$ cat config.mk
export PLATFORM = sky130hd
export DESIGN_NAME = mdss_ctrl
export DESIGN_NICKNAME = d
export VERILOG_FILES = /design/src/sv/mdss_pkg.sv /design/src/sv/mdss_ctrl.sv
export SDC_FILE = /design/constraint.sdc
export NUM_CORES = 1
export LEC_CHECK = 0
export ABC_AREA = 1
export BUFFER_PORTS_ARGS = -buffer_cell sky130_fd_sc_hd__buf_2
export CAP_MARGIN = 25
export CORE_AREA = 5 5 43 59
export DETAILED_ROUTE_END_ITERATION = 12
export DIE_AREA = 0 0 48 64
export PLACE_DENSITY = 0.8
export SKIP_LAST_GASP = 1
export SLEW_MARGIN = 10
export SYNTH_ARGS = -nofsm -noshare
export SYNTH_HDL_FRONTEND = slang
export SYNTH_SLANG_ARGS = --single-unit
$ cat constraint.sdc
create_clock -name clk_i -period 4.85 [get_ports clk_i]
set_clock_uncertainty 0.1 [all_clocks]
set_input_delay 0.7275 -clock clk_i [delete_from_list [all_inputs] [get_ports clk_i]]
set_output_delay 0.7275 -clock clk_i [all_outputs]
set_load 0.005 [all_outputs]
$ cat src/sv/mdss_pkg.sv
package mdss_pkg;

  localparam int unsigned NumModes = 64;
  localparam int unsigned IdxW     = $clog2(NumModes);
  localparam int unsigned CntW     = $clog2(NumModes + 1);

  typedef enum logic [1:0] {
    ModeLoad    = 2'd0,
    ModeTick    = 2'd1,
    ModeRestart = 2'd2,
    ModeUnused  = 2'd3
  } mode_e;

  localparam logic [1:0] CfgGain     = 2'd0;
  localparam logic [1:0] CfgDuration = 2'd1;
  localparam logic [1:0] CfgCutoff   = 2'd2;
  localparam logic [1:0] CfgModes    = 2'd3;

  typedef struct packed {
    logic [1:0]         mode;
    logic [5:0]         mode_index;
    logic signed [31:0] rotation_cosine;
    logic signed [31:0] rotation_sine;
    logic [31:0]        decay_factor;
    logic signed [31:0] mode_amplitude;
  } in_t;

  typedef struct packed {
    logic signed [15:0] sample;
    logic               finished;
    logic               clipped;
  } out_t;

  typedef struct packed {
    logic            load;
    logic            restart;
    logic            start;
    logic            rd;
    logic            mul1;
    logic            mul2;
    logic            mul3;
    logic            acc;
    logic            emit;
    logic            fin;
    logic [IdxW-1:0] idx;
  } cmd_t;

  typedef struct packed {
    logic            expired;
    logic            live;
    logic [CntW-1:0] count;
  } sts_t;

endpackage

$ cat src/sv/mdss_ctrl.sv
module mdss_ctrl (
  input  logic                clk_i,
  input  logic                rst_ni,
  input  logic                in_valid_i,
  input  logic [1:0]          in_mode_i,
  output logic                in_ready_o,
  output logic                out_valid_o,
  input  logic                out_ready_i,
  input  mdss_pkg::sts_t      sts_i,
  output mdss_pkg::cmd_t      cmd_o
);

  typedef enum logic [2:0] {
    S_IDLE, S_START, S_RD, S_MUL1, S_MUL2, S_MUL3, S_ACC, S_EMIT
  } state_e;

  state_e                      state_q, state_d;
  logic [mdss_pkg::CntW-1:0]   idx_q, idx_d;
  logic                        fin_q, fin_d;
  logic                        out_valid_q, out_valid_d;
  logic                        accept;
  logic                        emit_ok;
  logic                        last;
  logic [mdss_pkg::CntW-1:0]   idx_nxt;

  assign in_ready_o  = (state_q == S_IDLE);
  assign out_valid_o = out_valid_q;
  assign accept      = in_valid_i && in_ready_o;
  assign emit_ok     = (state_q == S_EMIT) && (!out_valid_q || out_ready_i);
  assign idx_nxt     = idx_q + mdss_pkg::CntW'(1);
  assign last        = (idx_nxt == sts_i.count);

  always_comb begin
    cmd_o         = '0;
    cmd_o.idx     = idx_q[mdss_pkg::IdxW-1:0];
    cmd_o.fin     = fin_q;
    cmd_o.load    = accept && (in_mode_i == mdss_pkg::ModeLoad);
    cmd_o.restart = accept && (in_mode_i == mdss_pkg::ModeRestart);
    cmd_o.start   = (state_q == S_START);
    cmd_o.rd      = (state_q == S_RD);
    cmd_o.mul1    = (state_q == S_MUL1);
    cmd_o.mul2    = (state_q == S_MUL2);
    cmd_o.mul3    = (state_q == S_MUL3);
    cmd_o.acc     = (state_q == S_ACC);
    cmd_o.emit    = emit_ok;
  end

  always_comb begin
    state_d     = state_q;
    idx_d       = idx_q;
    fin_d       = fin_q;
    out_valid_d = out_valid_q;
    if (out_ready_i) begin
      out_valid_d = 1'b0;
    end
    unique case (state_q)
      S_IDLE: begin
        if (accept && in_mode_i == mdss_pkg::ModeTick) begin
          state_d = S_START;
        end
      end
      S_START: begin
        idx_d = '0;
        fin_d = sts_i.expired;
        if (sts_i.expired || sts_i.count == '0) begin
          state_d = S_EMIT;
        end else begin
          state_d = S_RD;
        end
      end
      S_RD: state_d = S_MUL1;
      S_MUL1: begin
        if (sts_i.live) begin
          state_d = S_MUL2;
        end else begin
          idx_d   = idx_nxt;
          state_d = last ? S_EMIT : S_RD;
        end
      end
      S_MUL2: state_d = S_MUL3;
      S_MUL3: state_d = S_ACC;
      S_ACC: begin
        idx_d   = idx_nxt;
        state_d = last ? S_EMIT : S_RD;
      end
      S_EMIT: begin
        if (emit_ok) begin
          out_valid_d = 1'b1;
          state_d     = S_IDLE;
        end
      end
      default: state_d = S_IDLE;
    endcase
  end

  always_ff @(posedge clk_i or negedge rst_ni) begin
    if (!rst_ni) begin
      state_q     <= S_IDLE;
      idx_q       <= '0;
      fin_q       <= 1'b0;
      out_valid_q <= 1'b0;
    end else begin
      state_q     <= state_d;
      idx_q       <= idx_d;
      fin_q       <= fin_d;
      out_valid_q <= out_valid_d;
    end
  end

endmodule

==> run metrics <==
vias in the first global route 932; Layout Cells excl Fill 190; worst path cell trace nor2_2 > nand2_1 > inv_1 > nand2_1 > nor3_1 > buf_2; total power 583.6 uW; cell mode on critical path nand2_1; Yosys cell types 28; Critical-path top delay cell dfrtp_1; # nets final 186; slowest cell delay on critical path 0.50 ns; FILL cells 197; Clock Pin Slew Worst Setup and Hold Paths 0.08 ns; drt total wl 2.297 mm; Die ar. 3072 um^2; chip height 64 um; Reg-to-Reg Start idx_q[0]; Max Root-Sink Buffers 2; Tightest Pin Transition 0.3265 ns; CTS Buf Count 3; H-Tree Depth 1; TritonCTS sink count 12; std cell rows 19; Placer Congestion 0.8550; Seq cells post-synth 12; largest net degree at the start of global routing 13; worst path required time 4.02 ns; Reg2Reg Setup Slack 3.07 ns; crit path launch type flop; gr ovfl total 0; share of layout cells above drive strength 1 33.14%; CTS root buf clkbuf_4; crit share post-route 46.76%; initial antenna violation count 0; P_leak 0.6277 nW; Avg Vias per Cell 5.037; Mapped Nets 158; Die Wd 48 um; max-cap viol count 0; Initial Util 50.32%; routed length per placed instance 12.09 um; synthesized area 980.9 um^2; Resized cells post-CTS 0; via count 957; Seq/Total Area, Yosys 30.61%; CP Capture Type output pin; PortBufs 32; run status completed; most frequent cells in the layout nand2_1 (32), buf_2 (32), inv_1 (20); power density over the cells 512.5 nW/um^2; area grow syn2layout 16.07%; fmax 0.4409 GHz; Peak VDD IR 0.3140 mV; reg2reg end state_q[0]; Syn Inst Count 142; Crit Path Max Fanout 8; Critical Path Sink cmd_o[15]; setup_tns 0 ns; Hold Vio Cnt, Final 0; placed cells 186; Critical path origin state_q[1]; worst hold-check path type in -> async; Yosys warning count 0; Initial DRT Pass Iterations 4; ant diodes 0; clk_lat worst skew 0.29 ns; Final Util 58.41%; hold-fix buffer count after cts 0; syn avg cell area 6.908 um^2; drt drc 0; Tot GR Track Use 16.83%; hpwl dp 1.908 mm; RSZ-0062 raised after global routing false; Crit path arrival time 1.44 ns; Slew HR 78.23%; final setup violation count 0; Tmin final 2.268 ns; DRT iter0 DRCs 17; Crit Path Category reg -> out; Antenna Nets Post-Route 0; core area 1949 um^2; Top Ports 33; fin. max-slew vios 0; CTS tree done; reg2reg path depth 8; first-pass GRT wire length 3.836 mm; Post-CTS Setup Repair Bufs 0
[critical path, delay by kind of cell, from the launching register on]
family                 cells  cell delay [ns]
AND/OR/NAND/NOR            4             0.44
buffers and inverters      2             0.21
flip-flops                 1             0.50
[cell families (layout without fill, tap and decap cells)]
kind of cell	count (synthesis)	after routing	share of synthesized area (%)
and+or+nand+nor	77	77	38.52
buffers and inverters	34	61	16.20
AOI/OAI and AO/OA	16	16	11.61
DFF	12	12	30.61
xor gates and xnor gates	2	2	1.786
adders and majority gates	1	1	1.275
[worst min-delay path by stage]
stage	endpoint	start	slack, ns	cells after the start
after detailed placement	idx_q[6]	idx_q[6]	0.45	2
after floorplan	fin_q	rst_ni	0.33	0
after global placement	fin_q	fin_q	0.43	2
after CTS	idx_q[0]	rst_ni	0.21	1
after global routing	out_valid_o	rst_ni	0.22	1
final	idx_q[0]	rst_ni	0.20	1
[final cells by class]
type	instances	area, um^2	area share (%)
multi-input combinational	96	521.8	45.82
sequential	12	300.3	26.37
timing repair buffer	32	160.2	14.07
inverter	25	93.84	8.242
clock buffer	4	36.28	3.187
tap	21	26.28	2.308
[power breakdown]
group	switching (mW)	internal [mW]
sequential	0.0503	0.135
combinational	0.188	0.125
clock	0.0390	0.0459
total	0.277	0.306
[registers in the layout, summed over array words and instances (netlist names)]
register     count
fin_q            1
idx_q            7
out_valid_o      1
state_q          3
[per-layer routing]
layer	up-vias	GRT usage, %	share of wire, %
li1	507	-	-
met5	-	0	0
met3	5	1.685	6.1
met1	421	19.58	39
met4	0	7.071	1.9
met2	24	29.30	53
[through the flow]
stage / instance area, um^2 / setup slack, ns / hold slack, ns
after detailed placement: 1102 / 2.859 / 0.4505
after global routing: 1139 / 2.438 / 0.2239
final: 1139 / 2.582 / 0.1964
after global placement: 1102 / 2.878 / 0.4337
after floorplan: 980.9 / 3.008 / 0.3319
after CTS: 1139 / 2.576 / 0.2090
[synth_stat cells (all sizes together)]
library cell / instances / share of area [%]
nand2: 38 / 16
inv: 25 / 9.6
nand3: 15 / 8.2
nor2: 14 / 7.4
dfrtp: 12 / 31
buf: 9 / 6.6
nor3: 7 / 4.7
o21ai: 6 / 4.2
o22ai: 6 / 4.5
a21oi: 2 / 1.4
nand3b: 2 / 1.5
a22o: 1 / 0.89
a31oi: 1 / 0.64
ha: 1 / 1.3
nor4: 1 / 0.64
xnor2: 1 / 0.89
xor2: 1 / 0.89
No activity file was read; power rests on OpenSTA's default activity.
